## src/rtl/illm_pkg.sv

```systemverilog
// ============================================================================
// illm_pkg
// Shared field widths, opcodes and status codes of the linked list manager.
// ============================================================================
`default_nettype none

package illm_pkg;

   // Field widths of the request and response words
   localparam int unsigned OPCODE_W   = 2;
   localparam int unsigned POSITION_W = 6;
   localparam int unsigned VALUE_W    = 32;
   localparam int unsigned STATUS_W   = 2;
   localparam int unsigned SLOT_W     = 6;
   localparam int unsigned COUNT_W    = 6;

   // Default sizing
   localparam int unsigned DEFAULT_SLOTS       = 64;
   localparam int unsigned DEFAULT_VALUE_WIDTH = 32;

   typedef logic [OPCODE_W-1:0] opcode_type;
   typedef logic [STATUS_W-1:0] status_type;

   localparam opcode_type OP_INSERT = 2'd0;
   localparam opcode_type OP_DELETE = 2'd1;
   localparam opcode_type OP_LOCATE = 2'd2;

   localparam status_type STATUS_OK    = 2'd0;
   localparam status_type STATUS_FULL  = 2'd1;
   localparam status_type STATUS_RANGE = 2'd2;

endpackage : illm_pkg

`default_nettype wire

```

## src/rtl/illm_ifs.sv

```systemverilog
// ============================================================================
// illm_ifs
// Valid/ready channels of the linked list manager: request and response.
// ============================================================================
`default_nettype none

interface illm_req_if;
   import illm_pkg::*;

   logic                         valid;
   logic                         ready;
   opcode_type                   opcode;
   logic [POSITION_W-1:0]        position;
   logic signed [VALUE_W-1:0]    value;

   modport source (output valid, opcode, position, value, input ready);
   modport sink   (input valid, opcode, position, value, output ready);
endinterface : illm_req_if

interface illm_rsp_if;
   import illm_pkg::*;

   logic                         valid;
   logic                         ready;
   status_type                   status;
   logic [SLOT_W-1:0]            slot;
   logic signed [VALUE_W-1:0]    element;
   logic [COUNT_W-1:0]           count;

   modport source (output valid, status, slot, element, count, input ready);
   modport sink   (input valid, status, slot, element, count, output ready);
endinterface : illm_rsp_if

`default_nettype wire

```

## src/rtl/indexed_linked_list_manager_core.sv

```systemverilog
// ============================================================================
// indexed_linked_list_manager_core
// Doubly linked list in slot memories (next, prev, data) with a free chain.
// ============================================================================
//
//   channel   dir  handshake       word contents
//   -------   ---  --------------  -------------------------------------
//   req_bus   in   valid / ready   opcode, position, value
//   rsp_bus   out  valid / ready   status, slot, element, count
//
// An accepted word walks from the sentinel by its position, insert and delete
// then write links in two states; a rejected word skips the walk. The walk
// issues one read of the next-link memory per cycle, each address taken from
// the previous read. Reset clears only registers; never-allocated slots are
// served by a fill mark, so no clearing pass is needed. The block takes a new
// word while the last response sits in the output register; a stalled response
// holds the sequencer in its response state until the register frees up.
// ============================================================================
`default_nettype none

module indexed_linked_list_manager_core #(
   parameter int unsigned SLOTS       = illm_pkg::DEFAULT_SLOTS,
   parameter int unsigned VALUE_WIDTH = illm_pkg::DEFAULT_VALUE_WIDTH
) (
   input  wire logic   clock,
   input  wire logic   reset,
   illm_req_if.sink    req_bus,
   illm_rsp_if.source  rsp_bus
);
   import illm_pkg::*;

   localparam int unsigned IW   = $clog2(SLOTS);              // slot index
   localparam int unsigned CW   = $clog2(SLOTS);              // count, max SLOTS-1
   localparam int unsigned CMPW = (CW > POSITION_W) ? CW : POSITION_W;
   localparam int unsigned SW   = (VALUE_WIDTH < VALUE_W) ? VALUE_WIDTH : VALUE_W;

   typedef enum logic [2:0] {
      S_IDLE,
      S_WALK,
      S_INS_A,
      S_INS_B,
      S_DEL_A,
      S_DEL_B,
      S_RESP
   } state_type;

   // ---------------------------------------------------------------------
   // Slot memories, registered read at one shared address: next links, and
   // prev link with value in one word that is written field by field
   // ---------------------------------------------------------------------
   logic [IW-1:0]    next_mem [SLOTS];
   logic [IW+SW-1:0] node_mem [SLOTS];   // {prev, data}

   logic [IW-1:0] mem_raddr;
   logic [IW-1:0] next_q, prev_q;
   logic [SW-1:0] data_q;

   logic          nxt_we,  prv_we,  dat_we;
   logic [IW-1:0] nxt_waddr, nod_waddr;
   logic [IW-1:0] nxt_wdata, prv_wdata;
   logic [SW-1:0] dat_wdata;

   always_ff @(posedge clock) begin
      if (nxt_we) begin
         next_mem[nxt_waddr] <= nxt_wdata;
      end
      next_q <= next_mem[mem_raddr];
   end

   always_ff @(posedge clock) begin
      if (prv_we) begin
         node_mem[nod_waddr][IW+SW-1:SW] <= prv_wdata;
      end
      if (dat_we) begin
         node_mem[nod_waddr][SW-1:0] <= dat_wdata;
      end
      {prev_q, data_q} <= node_mem[mem_raddr];
   end

   // ---------------------------------------------------------------------
   // Registers
   // ---------------------------------------------------------------------
   state_type       state_ff,      state_in;
   opcode_type      op_ff,         op_in;
   logic [POSITION_W-1:0] left_ff, left_in;      // walk steps still to go
   logic [SW-1:0]   val_ff,        val_in;
   logic [IW-1:0]   rd_addr_ff;                  // address behind next_q
   logic [IW-1:0]   tgt_ff,        tgt_in;       // slot reached by the walk
   logic [IW-1:0]   tnext_ff,      tnext_in;     // its next link
   logic [IW-1:0]   tprev_ff,      tprev_in;     // its prev link
   status_type      res_status_ff, res_status_in;
   logic [IW-1:0]   res_slot_ff,   res_slot_in;
   logic [SW-1:0]   res_elem_ff,   res_elem_in;

   logic [IW-1:0]   free_head_ff,  free_head_in;
   logic [CW-1:0]   count_ff,      count_in;
   logic [IW-1:0]   tail_ff,       tail_in;
   logic [IW:0]     fill_ff,       fill_in;      // slots below this were written

   logic            rsp_valid_ff,  rsp_valid_in;
   status_type      rsp_status_ff, rsp_status_in;
   logic [SLOT_W-1:0]  rsp_slot_ff,  rsp_slot_in;
   logic [VALUE_W-1:0] rsp_elem_ff,  rsp_elem_in;
   logic [COUNT_W-1:0] rsp_count_ff, rsp_count_in;

   // ---------------------------------------------------------------------
   // Next link as the list sees it: slots never written still hold their
   // reset chain (sentinel to itself, slot i to i+1, last slot to 0).
   // ---------------------------------------------------------------------
   logic [IW-1:0] fresh_next;
   logic [IW-1:0] next_fix;

   always_comb begin
      if (rd_addr_ff == '0 || rd_addr_ff == IW'(SLOTS - 1)) begin
         fresh_next = '0;
      end else begin
         fresh_next = rd_addr_ff + IW'(1);
      end
      next_fix = ({1'b0, rd_addr_ff} >= fill_ff) ? fresh_next : next_q;
   end

   // ---------------------------------------------------------------------
   // Request checks
   // ---------------------------------------------------------------------
   logic [CMPW-1:0] pos_cmp, cnt_cmp;
   logic            req_bad;
   status_type      req_bad_status;
   logic            req_fire;

   assign req_bus.ready = (state_ff == S_IDLE);
   assign req_fire      = req_bus.valid && req_bus.ready;
   assign pos_cmp       = CMPW'(req_bus.position);
   assign cnt_cmp       = CMPW'(count_ff);

   always_comb begin
      req_bad        = 1'b0;
      req_bad_status = STATUS_OK;
      unique case (req_bus.opcode) inside
         OP_INSERT: begin
            if (free_head_ff == '0 || count_ff == CW'(SLOTS - 1)) begin
               req_bad        = 1'b1;
               req_bad_status = STATUS_FULL;
            end else if (pos_cmp > cnt_cmp) begin
               req_bad        = 1'b1;
               req_bad_status = STATUS_RANGE;
            end
         end
         OP_DELETE, OP_LOCATE: begin
            if (req_bus.position == '0 || pos_cmp > cnt_cmp) begin
               req_bad        = 1'b1;
               req_bad_status = STATUS_RANGE;
            end
         end
         default: begin
            req_bad        = 1'b1;
            req_bad_status = STATUS_RANGE;
         end
      endcase
   end

   // ---------------------------------------------------------------------
   // Sequencer
   // ---------------------------------------------------------------------
   always_comb begin
      state_in      = state_ff;
      op_in         = op_ff;
      left_in       = left_ff;
      val_in        = val_ff;
      tgt_in        = tgt_ff;
      tnext_in      = tnext_ff;
      tprev_in      = tprev_ff;
      res_status_in = res_status_ff;
      res_slot_in   = res_slot_ff;
      res_elem_in   = res_elem_ff;
      free_head_in  = free_head_ff;
      count_in      = count_ff;
      tail_in       = tail_ff;
      fill_in       = fill_ff;
      rsp_valid_in  = rsp_valid_ff;
      rsp_status_in = rsp_status_ff;
      rsp_slot_in   = rsp_slot_ff;
      rsp_elem_in   = rsp_elem_ff;
      rsp_count_in  = rsp_count_ff;

      mem_raddr = '0;
      nxt_we    = 1'b0;
      nxt_waddr = '0;
      nxt_wdata = '0;
      nod_waddr = '0;
      prv_we    = 1'b0;
      prv_wdata = '0;
      dat_we    = 1'b0;
      dat_wdata = '0;

      if (rsp_valid_ff && rsp_bus.ready) begin
         rsp_valid_in = 1'b0;
      end

      unique case (state_ff)
         S_IDLE: begin
            if (req_fire) begin
               op_in   = req_bus.opcode;
               left_in = req_bus.position;
               val_in  = req_bus.value[SW-1:0];
               if (req_bad) begin
                  res_status_in = req_bad_status;
                  res_slot_in   = '0;
                  res_elem_in   = '0;
                  state_in      = S_RESP;
               end else begin
                  // walk starts at the sentinel
                  mem_raddr = '0;
                  state_in  = S_WALK;
               end
            end
         end

         S_WALK: begin
            if (left_ff == '0) begin
               // next_q/prev_q/data_q now belong to the addressed slot
               tgt_in        = rd_addr_ff;
               tnext_in      = next_fix;
               tprev_in      = prev_q;
               res_status_in = STATUS_OK;
               unique case (op_ff)
                  OP_INSERT: begin
                     // fetch the link of the slot to be allocated
                     mem_raddr = free_head_ff;
                     state_in  = S_INS_A;
                  end
                  OP_DELETE: begin
                     res_slot_in = rd_addr_ff;
                     res_elem_in = data_q;
                     state_in    = S_DEL_A;
                  end
                  OP_LOCATE: begin
                     res_slot_in = rd_addr_ff;
                     res_elem_in = data_q;
                     state_in    = S_RESP;
                  end
                  default: begin
                     res_status_in = STATUS_RANGE;
                     res_slot_in   = '0;
                     res_elem_in   = '0;
                     state_in      = S_RESP;
                  end
               endcase
            end else begin
               mem_raddr = next_fix;
               left_in   = left_ff - POSITION_W'(1);
            end
         end

         S_INS_A: begin
            // new slot goes behind tgt: link tgt -> new, store value
            nxt_we       = 1'b1;
            nxt_waddr    = tgt_ff;
            nxt_wdata    = free_head_ff;
            nod_waddr    = free_head_ff;
            prv_we       = 1'b1;
            prv_wdata    = tgt_ff;
            dat_we       = 1'b1;
            dat_wdata    = val_ff;
            free_head_in = next_fix;
            if ({1'b0, free_head_ff} >= fill_ff) begin
               fill_in = {1'b0, free_head_ff} + (IW + 1)'(1);
            end
            if (tgt_ff == tail_ff) begin
               tail_in = free_head_ff;
            end
            count_in    = count_ff + CW'(1);
            res_slot_in = free_head_ff;
            res_elem_in = val_ff;
            state_in    = S_INS_B;
         end

         S_INS_B: begin
            // new -> old successor, old successor back to new
            nxt_we    = 1'b1;
            nxt_waddr = res_slot_ff;
            nxt_wdata = tnext_ff;
            nod_waddr = tnext_ff;
            prv_we    = 1'b1;
            prv_wdata = res_slot_ff;
            state_in  = S_RESP;
         end

         S_DEL_A: begin
            // bridge around the removed slot
            nxt_we    = 1'b1;
            nxt_waddr = tprev_ff;
            nxt_wdata = tnext_ff;
            nod_waddr = tnext_ff;
            prv_we    = 1'b1;
            prv_wdata = tprev_ff;
            state_in  = S_DEL_B;
         end

         S_DEL_B: begin
            // push the slot onto the free chain
            nxt_we       = 1'b1;
            nxt_waddr    = res_slot_ff;
            nxt_wdata    = free_head_ff;
            free_head_in = res_slot_ff;
            if (res_slot_ff == tail_ff) begin
               tail_in = tprev_ff;
            end
            count_in = count_ff - CW'(1);
            state_in = S_RESP;
         end

         S_RESP: begin
            if (!rsp_valid_ff || rsp_bus.ready) begin
               rsp_valid_in  = 1'b1;
               rsp_status_in = res_status_ff;
               rsp_slot_in   = SLOT_W'(res_slot_ff);
               rsp_elem_in   = VALUE_W'(res_elem_ff);
               rsp_count_in  = COUNT_W'(count_ff);
               state_in      = S_IDLE;
            end
         end

         default: begin
            state_in = S_IDLE;
         end
      endcase
   end

   always_ff @(posedge clock) begin
      if (reset) begin
         state_ff     <= S_IDLE;
         rsp_valid_ff <= 1'b0;
         free_head_ff <= IW'(1);
         count_ff     <= '0;
         tail_ff      <= '0;
         fill_ff      <= '0;
      end else begin
         state_ff     <= state_in;
         rsp_valid_ff <= rsp_valid_in;
         free_head_ff <= free_head_in;
         count_ff     <= count_in;
         tail_ff      <= tail_in;
         fill_ff      <= fill_in;
      end
      op_ff         <= op_in;
      left_ff       <= left_in;
      val_ff        <= val_in;
      rd_addr_ff    <= mem_raddr;
      tgt_ff        <= tgt_in;
      tnext_ff      <= tnext_in;
      tprev_ff      <= tprev_in;
      res_status_ff <= res_status_in;
      res_slot_ff   <= res_slot_in;
      res_elem_ff   <= res_elem_in;
      rsp_status_ff <= rsp_status_in;
      rsp_slot_ff   <= rsp_slot_in;
      rsp_elem_ff   <= rsp_elem_in;
      rsp_count_ff  <= rsp_count_in;
   end

   assign rsp_bus.valid   = rsp_valid_ff;
   assign rsp_bus.status  = rsp_status_ff;
   assign rsp_bus.slot    = rsp_slot_ff;
   assign rsp_bus.element = rsp_elem_ff;
   assign rsp_bus.count   = rsp_count_ff;

endmodule : indexed_linked_list_manager_core

`default_nettype wire
```

## src/flat_wrapper.sv

```systemverilog
// flat-port wrapper written by rule: the top's interface ports become plain ports
module indexed_linked_list_manager_core_flat import illm_pkg::*;
#(
   parameter int unsigned SLOTS       = illm_pkg::DEFAULT_SLOTS,
   parameter int unsigned VALUE_WIDTH = illm_pkg::DEFAULT_VALUE_WIDTH
)
  (clock, reset, req_bus_valid, req_bus_opcode, req_bus_position, req_bus_value, req_bus_ready, rsp_bus_valid, rsp_bus_status, rsp_bus_slot, rsp_bus_element, rsp_bus_count, rsp_bus_ready);
  illm_req_if req_bus_i ();
  illm_rsp_if rsp_bus_i ();
  input  wire logic clock;
  input  wire logic reset;
  input wire logic [$bits(req_bus_i.valid)-1:0] req_bus_valid;
  input wire logic [$bits(req_bus_i.opcode)-1:0] req_bus_opcode;
  input wire logic [$bits(req_bus_i.position)-1:0] req_bus_position;
  input wire logic [$bits(req_bus_i.value)-1:0] req_bus_value;
  output wire logic [$bits(req_bus_i.ready)-1:0] req_bus_ready;
  output wire logic [$bits(rsp_bus_i.valid)-1:0] rsp_bus_valid;
  output wire logic [$bits(rsp_bus_i.status)-1:0] rsp_bus_status;
  output wire logic [$bits(rsp_bus_i.slot)-1:0] rsp_bus_slot;
  output wire logic [$bits(rsp_bus_i.element)-1:0] rsp_bus_element;
  output wire logic [$bits(rsp_bus_i.count)-1:0] rsp_bus_count;
  input wire logic [$bits(rsp_bus_i.ready)-1:0] rsp_bus_ready;
  assign req_bus_i.valid = req_bus_valid;
  assign req_bus_i.opcode = req_bus_opcode;
  assign req_bus_i.position = req_bus_position;
  assign req_bus_i.value = req_bus_value;
  assign req_bus_ready = req_bus_i.ready;
  assign rsp_bus_valid = rsp_bus_i.valid;
  assign rsp_bus_status = rsp_bus_i.status;
  assign rsp_bus_slot = rsp_bus_i.slot;
  assign rsp_bus_element = rsp_bus_i.element;
  assign rsp_bus_count = rsp_bus_i.count;
  assign rsp_bus_i.ready = rsp_bus_ready;
  indexed_linked_list_manager_core #(.SLOTS(SLOTS), .VALUE_WIDTH(VALUE_WIDTH)) u_core (.clock(clock), .reset(reset), .req_bus(req_bus_i), .rsp_bus(rsp_bus_i));
endmodule
```

## config.mk

```make
export PLATFORM = sky130hd
export DESIGN_NAME = indexed_linked_list_manager_core_flat
export DESIGN_NICKNAME = d
export VERILOG_FILES = /design/src/rtl/illm_pkg.sv /design/src/rtl/illm_ifs.sv /design/src/rtl/indexed_linked_list_manager_core.sv /design/src/flat_wrapper.sv
export SDC_FILE = /design/constraint.sdc
export NUM_CORES = 2
export LEC_CHECK = 0
export ABC_AREA = 0
export BUFFER_PORTS_ARGS = -buffer_cell sky130_fd_sc_hd__buf_2
export CORE_ASPECT_RATIO = 0.75
export CORE_MARGIN = 8
export CORE_UTILIZATION = 55
export DETAILED_ROUTE_END_ITERATION = 12
export GPL_TIMING_DRIVEN = 1
export HOLD_SLACK_MARGIN = 0.15
export PLACE_DENSITY_LB_ADDON = 0.3
export SYNTH_ARGS = -nofsm -noshare
export SYNTH_HDL_FRONTEND = slang
export SYNTH_SLANG_ARGS = --single-unit
```

## constraint.sdc

```tcl
create_clock -name clock -period 9.6 [get_ports clock]
set_input_delay 0.48 -clock clock [delete_from_list [all_inputs] [get_ports clock]]
set_output_delay 0.48 -clock clock [all_outputs]
set_load 0.05 [all_outputs]
```

==> results.md <==
- Initial cell density of the core: 0.553
- Net switching power: 11.6 mW
- Worst IR drop on VDD: 0.000301 V
- Relative max-transition margin: -0.0403
- Logic gate share of total power: 0.236
- Worst-skew pair later-pin latency: 0.94 ns
- Transition at the pin with the smallest max-transition slack: 1.56 ns
- Routed wirelength normalized by instance count: 32.6 µm
- Die Y: 423 µm
- Width of the die: 559 µm
- Top post-synthesis cells by area: edfxtp_1 73%, mux2i_1 5.9%, a221oi_1 5.1%
- Number of enable flip-flop cells after synthesis: 2960
- Final setup TNS: 0 ns
- Power Dens Cells: 268 nW/µm²
- Avg Inst Size Synth: 16.5 µm²
- Vias in the first global route: 69600
- Final count of negative-setup-slack endpoints: 0
- CTS tree: done
- Layout cells sized above 1: 0.119
- Failing checks: max-capacitance violations, max-slew violations
- Critical Path AT: 6.96 ns
- Startpoint type of the worst setup path: flop
- Crit path buffers/inverters: 3
- Async S/R FF share, synth: 0
- Area of the mapped netlist: 122000 µm²
- Number of buffers added on ports: 91
- Reported leakage power: 47.4 nW
- Overall global routing resource usage: 0.283
- Count of cell types in the netlist: 58
- Largest fanout on the critical path: 103
- Number of instances in the synthesized netlist: 7370
- Sequential element share of the synthesized area: 0.743
- Power Total: 36.4 mW
- Clock Tree Buf Depth: 4
- Clock group share of total power: 0.312
- Post-Synthesis Net Count: 7448
- CTS clk-pin slew, worst paths: 0.06 ns
- Remaining Overflow, GRT: 0
- Initial antenna violation count: 12
- Most used flip-flop cell after synthesis: edfxtp_1
- Family with the most delay on the worst path: simple AND/OR/NAND/NOR gates
- Number of levels the H-tree was split into: 5
- Number of iterations in the first detailed-routing pass: 8
- Endpoint required time on the critical path: 10.32 ns
- Core Box Area: 220000 µm²
- Final Wtd Congestion: 0.870
- Maximum number of pins on one net before global-route repair: 213
- Proportion of total power due to net switching: 0.319
- Share of the synthesized area in the top cell type: 0.731
- Kind of end point of the critical path: flop
- Count of unresolved DRC violations after routing: 0
- Path type of the worst setup path: reg2reg
- Internal power of the cells: 24.8 mW
- Post-detailed-placement cell area: 126000 µm²
- Path category of the worst min-delay check: in2reg
- Pins over their slew limit: 61
- Maximum operating frequency: 160 MHz
- Worst clock skew: 0.0513 ns
- Area enclosed by the die boundary: 236000 µm²
- Post-synthesis to final-layout area growth: 11.8%
- Total wire length after detailed routing: 345 mm
- Total clock buffers created by CTS: 302
- Post-synth top area cell: edfxtp_1
- Most used cell, CP: buf_12
- Detailed router's first-iteration violation count: 11500
- Post-route cell area: 136000 µm²
- Hold violation total from the final report: 0
- Number of I/O pins: 92
- Wire length of the first global-routing pass: 492 mm
- Warnings, synthesis: 0
- Slowest stage cell, crit path: o41ai_1
- DP Wirelength: 175 mm
- Fin crit period: 6.24 ns
- Sinks on the clock net: 3033
- Share of the cycle needed by the critical path after routing: 0.650
- Remaining number of nets flagged by the antenna check after routing: 0
- Result of the run: finished with violations
- Flop and latch count out of synthesis: 3033
- Cells traversed along the worst timing path: inv_1 > ha_1 > or3b_4 > nor3_2 > and3_1 > nand2_4 > and3_4 > buf_12 > buf_12 > mux2i_1 > a211oi_1 > o41ai_1 > nand4_1
- Fill cell instance count of the final layout: 15300
- Routed vias: 72800
- FP Rows: 149
- Sequential power share: 0.451
- Clock root buffer: clkbuf_16
- Number of nets in the final layout: 7506
- Max-cap check violation count: 1
- Vias per cell: 6.87
- Slowest stage delay, CP: 1.26 ns
- RSZ-0062 raised after global routing: no
[final cells by class]
type                       instances  area (µm²)  area share
inverter                          35         139     0.00102
tap                             2944        3680      0.0271
clock buffer                     408        8380      0.0616
timing repair buffer             355        2850      0.0210
clock inverter                   117         981     0.00722
sequential                      3033       90300       0.665
multi-input combinational       3701       29600       0.217
antenna                            5        12.5   0.0000920
[sequential cells by signal, summed over array words and instances, names as in the netlist, 7 cells and up]
signal / count
u_core.node_mem: 2432
u_core.next_mem: 384
u_core.data_q: 32
u_core.res_elem_ff: 32
u_core.rsp_bus.element: 32
u_core.val_ff: 32
u_core.fill_ff: 7
[power groups by stage]
stage,Sequential [mW],Clock [mW],Combinational [mW]
after floorplan,16.5,0,5.13
after global placement,16.7,0,8.14
after detailed placement,16.7,0,8.37
after CTS,16.4,11.4,8.41
after global routing,16.5,11.9,8.96
final,16.4,11.4,8.60
[cells by family after synthesis]
family | share of synthesized area
mux | 0.0593
xor+xnor | 0.00122
fa+ha+maj | 0.00356
buf+inv | 0.0226
compound gates | 0.116
simple gates | 0.0539
flops | 0.743
[routing by layer]
layer,part of all wire,global-route usage,vias to the layer above
met4,0.028,0.0771,6
met3,0.13,0.0746,670
li1,-,-,30200
met2,0.44,0.413,4800
met5,0.00096,0.00163,-
met1,0.40,0.423,37100
[synth_stat cells, types with 2 or more instances]
cell type / count
or3_1: 3
o22ai_1: 6
nor2_1: 253
or2_2: 6
nand4_1: 46
buf_1: 18
nand2b_1: 8
mux2_2: 2
mux2i_1: 718
xor2_1: 6
buf_2: 153
or4_1: 2
o41ai_1: 177
inv_1: 33
a2111oi_0: 2
xnor2_1: 11
o21ai_0: 12
ha_1: 33
a22oi_1: 5
clkbuf_1: 395
nand3_1: 22
o31ai_1: 7
a21oi_1: 47
inv_2: 2
o21a_1: 7
a21o_1: 54
a211oi_1: 709
edfxtp_1: 2960
nor2b_1: 2
buf_4: 24
and2_1: 743
dfxtp_1: 73
o211ai_1: 4
nand2_1: 75
o21bai_1: 2
nor3_1: 9
buf_6: 11
and3_1: 4
a221oi_1: 705
a22o_1: 3
[worst register-to-register path, delay by kind of cell (launching register included)]
kind                     cells  cell delay (ns)
AND/OR/NAND/NOR              6             2.12
buffers and inverters        3             1.50
flip-flops                   1             0.38
multiplexers                 1             0.48
AO/OA/AOI/OAI                2             1.37
adder cells (fa/ha/maj)      1             0.22
[final timing paths]
| path | startpoint | end | slack (ns) | cells past startpoint |
|---|---|---|---|---|
| max | u_core.left_ff[0]$_DFFE_PP_ | u_core.data_q[17]$_DFF_P_ | 3.36 | 13 |
| min | req_bus_value[26] | u_core.val_ff[26]$_DFFE_PP_ | 0.25 | 2 |
| max reg2reg | u_core.left_ff[0]$_DFFE_PP_ | u_core.data_q[17]$_DFF_P_ | 3.36 | 13 |
| min reg2reg | u_core.res_elem_ff[14]$_DFFE_PP_ | u_core.rsp_bus.element[14]$_DFFE_PP_ | 0.42 | 0 |
[cells in the final DEF (no fill, tap or decap), drive strengths merged, types with 11 or more instances in the layout]
master | netlist | layout
edfxtp | 2960 | 2960
and2 | 743 | 743
mux2i | 718 | 718
a211oi | 709 | 709
a221oi | 705 | 705
clkbuf | 395 | 408
buf | 206 | 311
nor2 | 253 | 253
o41ai | 177 | 177
clkinv | 0 | 93
nand2 | 75 | 75
dfxtp | 73 | 73
a21o | 54 | 54
a21oi | 47 | 47
nand4 | 46 | 46
dlygate4sd3 | 0 | 44
inv | 35 | 38
ha | 33 | 33
nand3 | 22 | 22
bufinv | 0 | 16
o21ai | 12 | 12
xnor2 | 11 | 11
[timing repair]
action / CTS / global route
hold buffers: 44 / 0
gates resized for setup: 0 / 0
endpoints found under the hold margin: 70 / 0
buffers inserted: 0 / 0
[metrics by stage]
step	hold slack, ns	cells	setup slack, ns	utilization
2_1_floorplan	0.386	7370	4.72	-
3_3_place_gp	0.405	10000	2.71	0.573
3_5_place_dp	0.405	10000	3.60	0.574
4_1_cts	0.192	10600	3.60	0.618
5_1_grt	0.220	10600	3.24	0.618
6_report	0.254	10600	3.36	0.619
(Power assumes the default switching activity.)
